[src/hdl/jsu_pkg.sv]
// Shared types and codes for the JSON string unescaper.
// Parse phases, result status codes and the controller/datapath bundles.
// No dependencies.
package jsu_pkg;

  typedef enum logic [2:0] {
    PH_SEEK,
    PH_STR,
    PH_ESC,
    PH_HEX,
    PH_IDLE
  } phase_t;

  localparam logic [1:0] ST_DATA  = 2'd0;
  localparam logic [1:0] ST_DONE  = 2'd1;
  localparam logic [1:0] ST_ERROR = 2'd2;

  // Outcome of feeding one byte through the parser
  typedef struct packed {
    phase_t          phase;
    logic [15:0]     code_point;
    logic [2:0]      hex_seen;
    logic            held_we;
    logic [1:0]      held_addr;
    logic [1:0]      data_count;
    logic [2:0][7:0] data;
    logic [1:0]      fin_status;
    logic            replay_start;
    logic [1:0]      replay_count;
  } step_t;

  typedef struct packed {
    logic step_input;
    logic step_replay;
    logic pop;
  } jsu_cmd_t;

  typedef struct packed {
    logic buf_empty;
    logic replay_pending;
  } jsu_stat_t;

endpackage

[src/hdl/jsu_decode.sv]
// Byte decoder: next parse state and result bytes for one fed byte.
// Pure combinational; uses jsu_pkg.
module jsu_decode (
  input  jsu_pkg::phase_t phase,
  input  logic [15:0]     code_point,
  input  logic [2:0]      hex_seen,
  input  logic [7:0]      text_byte,
  input  logic            last,
  input  logic            replay,
  output jsu_pkg::step_t  step
);
  import jsu_pkg::*;

  localparam logic [7:0] CH_SP    = 8'h20;
  localparam logic [7:0] CH_TAB   = 8'h09;
  localparam logic [7:0] CH_CR    = 8'h0D;
  localparam logic [7:0] CH_LF    = 8'h0A;
  localparam logic [7:0] CH_QUOTE = 8'h22;
  localparam logic [7:0] CH_BSL   = 8'h5C;
  localparam logic [7:0] CH_N     = 8'h6E;
  localparam logic [7:0] CH_R     = 8'h72;
  localparam logic [7:0] CH_T     = 8'h74;
  localparam logic [7:0] CH_B     = 8'h62;
  localparam logic [7:0] CH_F     = 8'h66;
  localparam logic [7:0] CH_U     = 8'h75;
  localparam logic [7:0] CH_BS    = 8'h08;
  localparam logic [7:0] CH_FF    = 8'h0C;

  localparam logic [7:0] LEAD2    = 8'hC0;
  localparam logic [7:0] LEAD3    = 8'hE0;
  localparam logic [7:0] CONT     = 8'h80;

  function automatic logic [3:0] hex_val(input logic [7:0] h);
    logic [7:0] d;
    begin
      d = 8'h00;
      if (h inside {[8'h30:8'h39]}) begin
        d = h - 8'h30;
      end else if (h inside {[8'h61:8'h66]}) begin
        d = h - 8'h57;
      end else if (h inside {[8'h41:8'h46]}) begin
        d = h - 8'h37;
      end
      return d[3:0];
    end
  endfunction

  logic [15:0] cp_shift;
  logic [2:0]  hex_inc;

  assign cp_shift = {code_point[11:0], hex_val(text_byte)};
  assign hex_inc  = hex_seen + 3'd1;

  always_comb begin
    step              = '0;
    step.phase        = phase;
    step.code_point   = code_point;
    step.hex_seen     = hex_seen;
    step.held_addr    = hex_seen[1:0];

    case (phase)
      PH_SEEK: begin
        if (text_byte inside {CH_SP, CH_TAB, CH_CR, CH_LF}) begin
          if (last) step.fin_status = ST_ERROR;
        end else if (text_byte == CH_QUOTE) begin
          step.phase = PH_STR;
          if (last) step.fin_status = ST_ERROR;
        end else begin
          step.fin_status = ST_ERROR;
        end
      end
      PH_STR: begin
        if (text_byte == CH_QUOTE) begin
          step.fin_status = ST_DONE;
        end else if (text_byte == CH_BSL) begin
          if (last) begin
            step.data[0]    = CH_BSL;
            step.data_count = 2'd1;
            step.fin_status = ST_ERROR;
          end else begin
            step.phase = PH_ESC;
          end
        end else begin
          step.data[0]    = text_byte;
          step.data_count = 2'd1;
          if (last) step.fin_status = ST_ERROR;
        end
      end
      PH_ESC: begin
        step.phase      = PH_STR;
        step.data_count = 2'd1;
        case (text_byte)
          CH_N:    step.data[0] = CH_LF;
          CH_R:    step.data[0] = CH_CR;
          CH_T:    step.data[0] = CH_TAB;
          CH_B:    step.data[0] = CH_BS;
          CH_F:    step.data[0] = CH_FF;
          CH_U:    step.data_count = 2'd0;
          default: step.data[0] = text_byte;
        endcase
        if (text_byte == CH_U && !last && !replay) begin
          step.phase      = PH_HEX;
          step.code_point = '0;
          step.hex_seen   = '0;
        end else if (last) begin
          step.fin_status = ST_ERROR;
        end
      end
      PH_HEX: begin
        step.held_we    = 1'b1;
        step.code_point = cp_shift;
        if (hex_inc[2]) begin
          step.phase    = PH_STR;
          step.hex_seen = '0;
          if (cp_shift[15:7] == '0) begin
            step.data[0]    = cp_shift[7:0];
            step.data_count = 2'd1;
          end else if (cp_shift[15:11] == '0) begin
            step.data[0]    = LEAD2 | {3'b000, cp_shift[10:6]};
            step.data[1]    = CONT | {2'b00, cp_shift[5:0]};
            step.data_count = 2'd2;
          end else begin
            step.data[0]    = LEAD3 | {4'h0, cp_shift[15:12]};
            step.data[1]    = CONT | {2'b00, cp_shift[11:6]};
            step.data[2]    = CONT | {2'b00, cp_shift[5:0]};
            step.data_count = 2'd3;
          end
          if (last) step.fin_status = ST_ERROR;
        end else if (last) begin
          // short escape: drop the u, replay what was held
          step.phase        = PH_STR;
          step.hex_seen     = '0;
          step.replay_start = 1'b1;
          step.replay_count = hex_inc[1:0];
        end else begin
          step.hex_seen = hex_inc;
        end
      end
      default: begin
      end
    endcase

    if (step.fin_status != ST_DATA) step.phase = PH_IDLE;
  end

endmodule

[src/hdl/jsu_datapath.sv]
// Datapath: parse registers, held hex bytes, result queue and output register.
// Uses jsu_pkg and jsu_decode; driven by jsu_ctrl commands.
module jsu_datapath (
  input  logic               clk,
  input  logic               rst,
  input  jsu_pkg::jsu_cmd_t  cmd,
  output jsu_pkg::jsu_stat_t stat,
  input  logic [7:0]         text_byte,
  input  logic               end_of_text,
  output logic [7:0]         out_byte,
  output logic [1:0]         status,
  output logic               run_last
);
  import jsu_pkg::*;

  typedef struct packed {
    logic [7:0] data;
    logic [1:0] status;
  } entry_t;

  phase_t      phase;
  logic [15:0] code_point;
  logic [2:0]  hex_seen;
  logic [7:0]  held [4];
  logic [1:0]  rp_left;
  logic [1:0]  rp_idx;
  logic        item_last;
  entry_t      entries [4];
  logic [2:0]  entry_count;
  logic        step_final;

  step_t       dec;
  logic        step_en;
  logic [7:0]  feed_byte;
  logic        feed_last;
  logic        final_now;
  logic        text_end;
  entry_t      load [4];
  logic [2:0]  load_count;

  assign step_en   = cmd.step_input | cmd.step_replay;
  assign feed_byte = cmd.step_replay ? held[rp_idx] : text_byte;
  assign feed_last = cmd.step_replay ? (rp_left == 2'd1) : end_of_text;

  jsu_decode u_decode (
    .phase      (phase),
    .code_point (code_point),
    .hex_seen   (hex_seen),
    .text_byte  (feed_byte),
    .last       (feed_last),
    .replay     (cmd.step_replay),
    .step       (dec)
  );

  // a step is final when nothing more of this request will be replayed
  assign final_now = cmd.step_replay ? (feed_last || dec.phase == PH_IDLE)
                                     : !dec.replay_start;
  assign text_end  = (cmd.step_replay ? item_last : end_of_text) && final_now;

  always_comb begin
    for (int i = 0; i < 3; i++) begin
      load[i] = (3'(i) < {1'b0, dec.data_count}) ? {dec.data[i], ST_DATA} : '0;
    end
    load[3] = '0;
    if (dec.fin_status != ST_DATA) load[dec.data_count] = {8'h00, dec.fin_status};
    load_count = {1'b0, dec.data_count} + {2'b00, dec.fin_status != ST_DATA};
  end

  always_ff @(posedge clk) begin
    if (rst) begin
      phase       <= PH_SEEK;
      code_point  <= '0;
      hex_seen    <= '0;
      rp_left     <= '0;
      rp_idx      <= '0;
      item_last   <= 1'b0;
      entry_count <= '0;
      step_final  <= 1'b0;
    end else if (step_en) begin
      if (text_end) begin
        phase      <= PH_SEEK;
        code_point <= '0;
        hex_seen   <= '0;
      end else begin
        phase      <= dec.phase;
        code_point <= dec.code_point;
        hex_seen   <= dec.hex_seen;
      end
      entry_count <= load_count;
      step_final  <= final_now;
      if (cmd.step_input) item_last <= end_of_text;
      if (dec.replay_start) begin
        rp_left <= dec.replay_count;
        rp_idx  <= '0;
      end else if (cmd.step_replay) begin
        rp_left <= final_now ? 2'd0 : rp_left - 2'd1;
        rp_idx  <= rp_idx + 2'd1;
      end
    end else if (cmd.pop) begin
      entry_count <= entry_count - 3'd1;
    end
  end

  always_ff @(posedge clk) begin
    if (step_en && dec.held_we) held[dec.held_addr] <= feed_byte;
    if (step_en) begin
      entries <= load;
    end else if (cmd.pop) begin
      for (int i = 0; i < 3; i++) entries[i] <= entries[i + 1];
    end
    if (cmd.pop) begin
      out_byte <= entries[0].data;
      status   <= entries[0].status;
      run_last <= (entry_count == 3'd1) && step_final;
    end
  end

  assign stat.buf_empty      = (entry_count == 3'd0);
  assign stat.replay_pending = (rp_left != 2'd0);

`ifndef SYNTH
  a_count_range: assert property (@(posedge clk) disable iff (rst)
    entry_count <= 3'd4)
    else $error("result queue count out of range");

  a_replay_phase: assert property (@(posedge clk) disable iff (rst)
    (rp_left != 2'd0) |-> (phase != PH_HEX))
    else $error("hex escape open during replay");
`endif

endmodule

[src/hdl/jsu_ctrl.sv]
// Controller: takes requests, drains the result queue, sequences replay.
// Uses jsu_pkg; commands jsu_datapath.
module jsu_ctrl (
  input  logic               clk,
  input  logic               rst,
  input  logic               text_valid,
  output logic               text_stall,
  output logic               result_valid,
  input  logic               result_stall,
  input  jsu_pkg::jsu_stat_t stat,
  output jsu_pkg::jsu_cmd_t  cmd
);
  import jsu_pkg::*;

  typedef enum logic {
    S_WAIT,
    S_EMIT
  } state_t;

  state_t state;
  state_t state_next;
  logic   out_free;

  assign out_free   = !result_valid || !result_stall;
  assign text_stall = (state != S_WAIT);

  always_comb begin
    cmd        = '0;
    state_next = state;
    case (state)
      S_WAIT: begin
        if (text_valid) begin
          cmd.step_input = 1'b1;
          state_next     = S_EMIT;
        end
      end
      S_EMIT: begin
        if (!stat.buf_empty) begin
          cmd.pop = out_free;
        end else if (stat.replay_pending) begin
          cmd.step_replay = 1'b1;
        end else begin
          state_next = S_WAIT;
        end
      end
      default: state_next = S_WAIT;
    endcase
  end

  always_ff @(posedge clk) begin
    if (rst) begin
      state        <= S_WAIT;
      result_valid <= 1'b0;
    end else begin
      state        <= state_next;
      result_valid <= cmd.pop | (result_valid & result_stall);
    end
  end

`ifndef SYNTH
  a_no_step_pop: assert property (@(posedge clk) disable iff (rst)
    !(cmd.pop && (cmd.step_input || cmd.step_replay)))
    else $error("step and pop in the same cycle");

  a_pop_valid: assert property (@(posedge clk) disable iff (rst)
    cmd.pop |=> result_valid)
    else $error("popped result not presented");

  a_ready_clean: assert property (@(posedge clk) disable iff (rst)
    !text_stall |-> (stat.buf_empty && !stat.replay_pending))
    else $error("request taken with work pending");
`endif

endmodule

[src/hdl/json_string_unescaper.sv]
// Top level of the JSON string unescaper.
// Instantiates jsu_ctrl and jsu_datapath; uses jsu_pkg.
//
// Decodes one quoted JSON string per text, one text byte per request, and
// returns decoded bytes followed by a done or error status. The block works
// on one request at a time: the accepting cycle runs the byte through the
// decoder into a four-entry result queue, then each result leaves through the
// output register, waiting while result_stall is high, and once the queue is
// empty the controller returns to taking requests. When a text ends inside a
// \u escape, the one to three held bytes are fed back through the same
// decoder one at a time, each followed by its results.
module json_string_unescaper (
  input  logic       clk,
  input  logic       rst,
  input  logic       text_valid,
  output logic       text_stall,
  input  logic [7:0] text_byte,
  input  logic       end_of_text,
  output logic       result_valid,
  input  logic       result_stall,
  output logic [7:0] out_byte,
  output logic [1:0] status,
  output logic       run_last
);
  import jsu_pkg::*;

  jsu_cmd_t  cmd;
  jsu_stat_t stat;

  jsu_ctrl u_ctrl (
    .clk          (clk),
    .rst          (rst),
    .text_valid   (text_valid),
    .text_stall   (text_stall),
    .result_valid (result_valid),
    .result_stall (result_stall),
    .stat         (stat),
    .cmd          (cmd)
  );

  jsu_datapath u_datapath (
    .clk         (clk),
    .rst         (rst),
    .cmd         (cmd),
    .stat        (stat),
    .text_byte   (text_byte),
    .end_of_text (end_of_text),
    .out_byte    (out_byte),
    .status      (status),
    .run_last    (run_last)
  );

endmodule
[config.mk]
export PLATFORM = sky130hd
export DESIGN_NAME = json_string_unescaper
export DESIGN_NICKNAME = d
export VERILOG_FILES = /design/src/hdl/jsu_pkg.sv /design/src/hdl/jsu_decode.sv /design/src/hdl/jsu_datapath.sv /design/src/hdl/jsu_ctrl.sv /design/src/hdl/json_string_unescaper.sv
export SDC_FILE = /design/constraint.sdc
export NUM_CORES = 1
export LEC_CHECK = 0
export BUFFER_PORTS_ARGS = -buffer_cell sky130_fd_sc_hd__buf_2
export CAP_MARGIN = 0
export CORE_MARGIN = 5
export CORE_UTILIZATION = 45
export CTS_BUF_LIST = sky130_fd_sc_hd__clkbuf_8 sky130_fd_sc_hd__clkbuf_16
export DETAILED_ROUTE_END_ITERATION = 12
export MAX_ROUTING_LAYER = met4
export PLACE_DENSITY = 0.7
export SYNTH_ARGS = -nofsm -noshare
export SYNTH_HDL_FRONTEND = slang
export SYNTH_SLANG_ARGS = --single-unit
[constraint.sdc]
create_clock -name clk -period 4.75 [get_ports clk]
set_input_delay 0.2375 -clock clk [delete_from_list [all_inputs] [get_ports clk]]
set_output_delay 0.2375 -clock clk [all_outputs]
set_load 0.05 [all_outputs]
==> parameters.txt <==
Parameter                              Value

Global routing
  First-pass GRT wire length ... 22100 µm
  Initial antenna violation count ... 1
  Vias in the first global route ... approximately 4200
  Pin count of the biggest net entering global routing ... 40
  Aggregate global routing overflow ... 0
  Aggregate global-route resource usage ... 0.197

Worst setup path
  Required time at the worst-slack endpoint ... a little under 5 ns
  Reg2Reg Depth ... 14
  Critical path buffer and inverter count ... 2
  CP startpoint kind ... register
  Largest fanout of any net on the critical path ... 6
  Critical path capture point type ... register
  Slowest library cell on the worst path ... sky130_fd_sc_hd__mux4_1
  Arrival @ worst endpoint ... 4.19 ns
  CP Class ... reg -> reg
  Cells traversed along the worst timing path ... mux4_1 > mux2i_1 > buf_4 > ha_1 > inv_1 > a2111oi_0 > a211oi_1 > nor2_2 > nor3_2 > nand3b_4 > ha_1 > ha_1 > a21oi_1 > a21oi_1
  Slowest Stage Delay on Critical Path ... about 0.63 ns
  Library cell appearing most often on the critical path ... sky130_fd_sc_hd__ha_1
  CP Depth ... 14
  Top cell family by delay on the critical path ... compound AO/OA/AOI/OAI gates

Synth
  Register bit count reported by yosys ... 103
  EDFF count, synth ... between 70 and 80
  Synthesis Warnings ... 0
  Portion of the post-synthesis area used by sequential elements ... 0.492
  Nets in the synthesized netlist ... 563
  Share of flip-flops with an asynchronous set or reset after synthesis ... 0
  Number of library cell types mapped by synthesis ... slightly below 90
  Netlist Area Pre-Place ... between 5000 and 6000 µm²
  Number of instances in the synthesized netlist ... around 540
  Primary flip-flop cell chosen by synthesis mapping ... sky130_fd_sc_hd__edfxtp_1
  Per-instance average area after synthesis ... roughly 11 µm²

Power and ir drop
  Share of total power in sequential cells ... 0.537
  Lkg Pwr ... roughly 2.1 nW
  Fraction of power consumed by combinational cells ... 0.093
  Clock Power Share ... 0.370
  Peak ir drop on the vdd network ... about 160 µV
  Switching share of total power ... 0.255
  Cell Pwr Density ... between 300 and 400 nW/µm²
  Switching power ... approximately 0.49 mW
  Cell-internal power ... ~1.4 mW

Floorplanning
  Initial Util ... 0.454
  Horizontal extent of the die ... roughly 120 µm
  Die Y ... 122 µm
  Die area ... between 10000 and 15000 µm²
  Standard cell core area ... around 13000 µm²
  Number of I/O pins ... 26
  Std cell rows ... 41

CTS
  Maximum clock path buffer count ... 2
  Number of setup buffers added after CTS ... 0
  Number of clock sinks ... 103
  Number of buffers created by CTS ... 9
  Clock transition at the register clock pins on the worst setup and hold paths after CTS ... ~0.07 ns
  Clock tree from TritonCTS ... yes
  Cells resized by post-CTS repair ... 0
  Worst skew pair latency ... between 0.3 and 0.4 ns
  Root buffer cell ... sky130_fd_sc_hd__clkbuf_16
  Number of hold buffers added after cts ... 0
  H-Tree Depth ... 3

Layout
  Layout Area Growth over Synthesis ... 9.30%
  Fraction of layout instances using a drive strength above 1 ... 0.155
  Final-layout fill cell count ... 1134
  Highest-count cells in the layout ignoring fill and taps ... sky130_fd_sc_hd__nand2_1, sky130_fd_sc_hd__edfxtp_1, sky130_fd_sc_hd__nor2_1
  Final core utilization ... 0.496
  Net count reported at finish ... a little under 600

STA
  Maximum clock frequency ... ~0.25 GHz
  Worst clock skew ... about 0.0098 ns
  Fin. max-slew vios ... 0
  Final number of setup-violating endpoints ... 0
  Hold violation total from the final report ... 0
  Period minus WS final ... between 3 and 4 ns
  Fraction of the cycle the final worst path needs ... 0.838
  Relative slew slack ... 0.239
  Setup repair after global routing missed its margin ... no
  Summed negative setup slack over all endpoints ... 0 ns
  Pin slew with the least headroom to its limit ... roughly 1.1 ns

Hold path
  Cell depth of the worst hold path ... 3
  Worst hold-check path type ... in -> reg

Detailed routing
  Ratio of routed vias to standard cells ... 5.91
  Post-Route WL ... about 14000 µm
  Initial DRC count ... 432
  Count of vias placed by the detailed router ... 4330
  Wire length per cell after detailed routing ... between 15 and 20 µm
  Post-DRT Antenna Nets ... 0
  # DRC ... 0
  Count of TritonRoute iterations in the first routing pass ... 5

Placed design
  PortBufs ... 25
  HPWL reported at the end of detailed placement ... about 10000 µm
  RePlAce Congestion ... ~0.92

Job
  Number of max-cap violations ... 0

Run status
  Status ... finished clean
==> layout make-up <==
type / count / area, µm² / area share
tap: 172 / 215 / 0.0347
clock inverter: 7 / 62.6 / 0.0101
antenna: 1 / 2.50 / 0.000403
clock buffer: 9 / 225 / 0.0363
timing repair buffer: 31 / 170 / 0.0274
multi-input combinational: 384 / 2640 / 0.426
sequential: 103 / 2790 / 0.450
inverter: 26 / 97.6 / 0.0157
==> registers in the layout (all words and copies together), names as in the netlist, named ones only <==
register                count
u_datapath.held            32
u_datapath.entries         30
u_datapath.code_point      12
u_datapath.out_byte         8
u_datapath.entry_count      3
u_datapath.phase            3
u_datapath.hex_seen         2
u_datapath.rp_idx           2
u_datapath.rp_left          2
u_datapath.status           2
u_ctrl.result_valid         1
u_ctrl.text_stall           1
u_datapath.item_last        1
u_datapath.run_last         1
u_datapath.step_final       1
==> metal layers <==
metal  wire (µm)  up-vias  GRT usage
li1            -     2037          -
met1        5730     2079      0.242
met2        6570      178      0.308
met3        1060       36     0.0447
met4         454        0     0.0924
met5           0        -          -
==> power by group through the flow <==
stage	Combinational, mW	Sequential, mW	Clock, mW
floorplan	0.108	1.06	0
global placement	0.172	1.05	0
detailed placement	0.177	1.05	0
CTS	0.178	1.03	0.724
global route	0.196	1.03	0.762
finish	0.178	1.03	0.708
==> worst min-delay path: stages <==
cell and delay [ns]:
sky130_fd_sc_hd__buf_2 0.09, sky130_fd_sc_hd__nand2_1 0.07, sky130_fd_sc_hd__a21oi_1 0.06
==> cell families (layout without fill, tap and decap cells) <==
group / Yosys count / count (layout) / synth area share
xor gates and xnor gates: 1 / 1 / 0.00154
muxes: 19 / 19 / 0.0615
adders and majority gates: 15 / 15 / 0.0330
other: 1 / 2 / 0.000660
buffers and inverters: 48 / 73 / 0.0436
and+or+nand+nor: 218 / 218 / 0.202
DFF: 103 / 103 / 0.492
AOI/OAI and AO/OA: 130 / 130 / 0.166
==> Yosys cell counts (all sizes together) (5+ instances only) <==
library cell | n | area [µm²]
edfxtp | 73 | 2190
nand2 | 73 | 274
nor2 | 43 | 174
o21ai | 38 | 194
a21oi | 30 | 165
dfxtp | 30 | 601
inv | 26 | 97.6
nand2b | 18 | 113
clkbuf | 17 | 104
nand3 | 17 | 85.1
ha | 15 | 188
nor3 | 13 | 70.1
and2 | 10 | 63.8
mux4 | 10 | 233
mux2i | 8 | 105
and3 | 6 | 37.5
nand3b | 6 | 57.6
nor3b | 6 | 45.0
o22ai | 6 | 50.0
o32ai | 6 | 52.6
or2 | 6 | 37.5
a211oi | 5 | 42.5
nor4 | 5 | 37.5
o31ai | 5 | 42.5
==> metrics by stage <==
stage	area [µm²]	setup slack [ns]	power (mW)	instances	hold WS (ns)
final	6210	0.770	1.91	733	0.148
after global routing	6210	0.465	1.99	733	0.173
after CTS	6210	0.799	1.93	732	0.141
after detailed placement	5920	0.838	1.22	716	0.405
after global placement	5920	1.09	1.22	716	0.403
after floorplan	5680	0.634	1.17	535	0.385
==> worst paths after layout <==
check                    startpoint                   endpoint  slack, ns
max                        register  u_datapath.entry_count[1]       0.77
min                    result_stall        u_ctrl.result_valid       0.15
max reg2reg                register  u_datapath.entry_count[1]       0.77
min reg2reg  u_datapath.entries[32]     u_datapath.out_byte[0]       0.42
(Power assumes the default switching activity.)
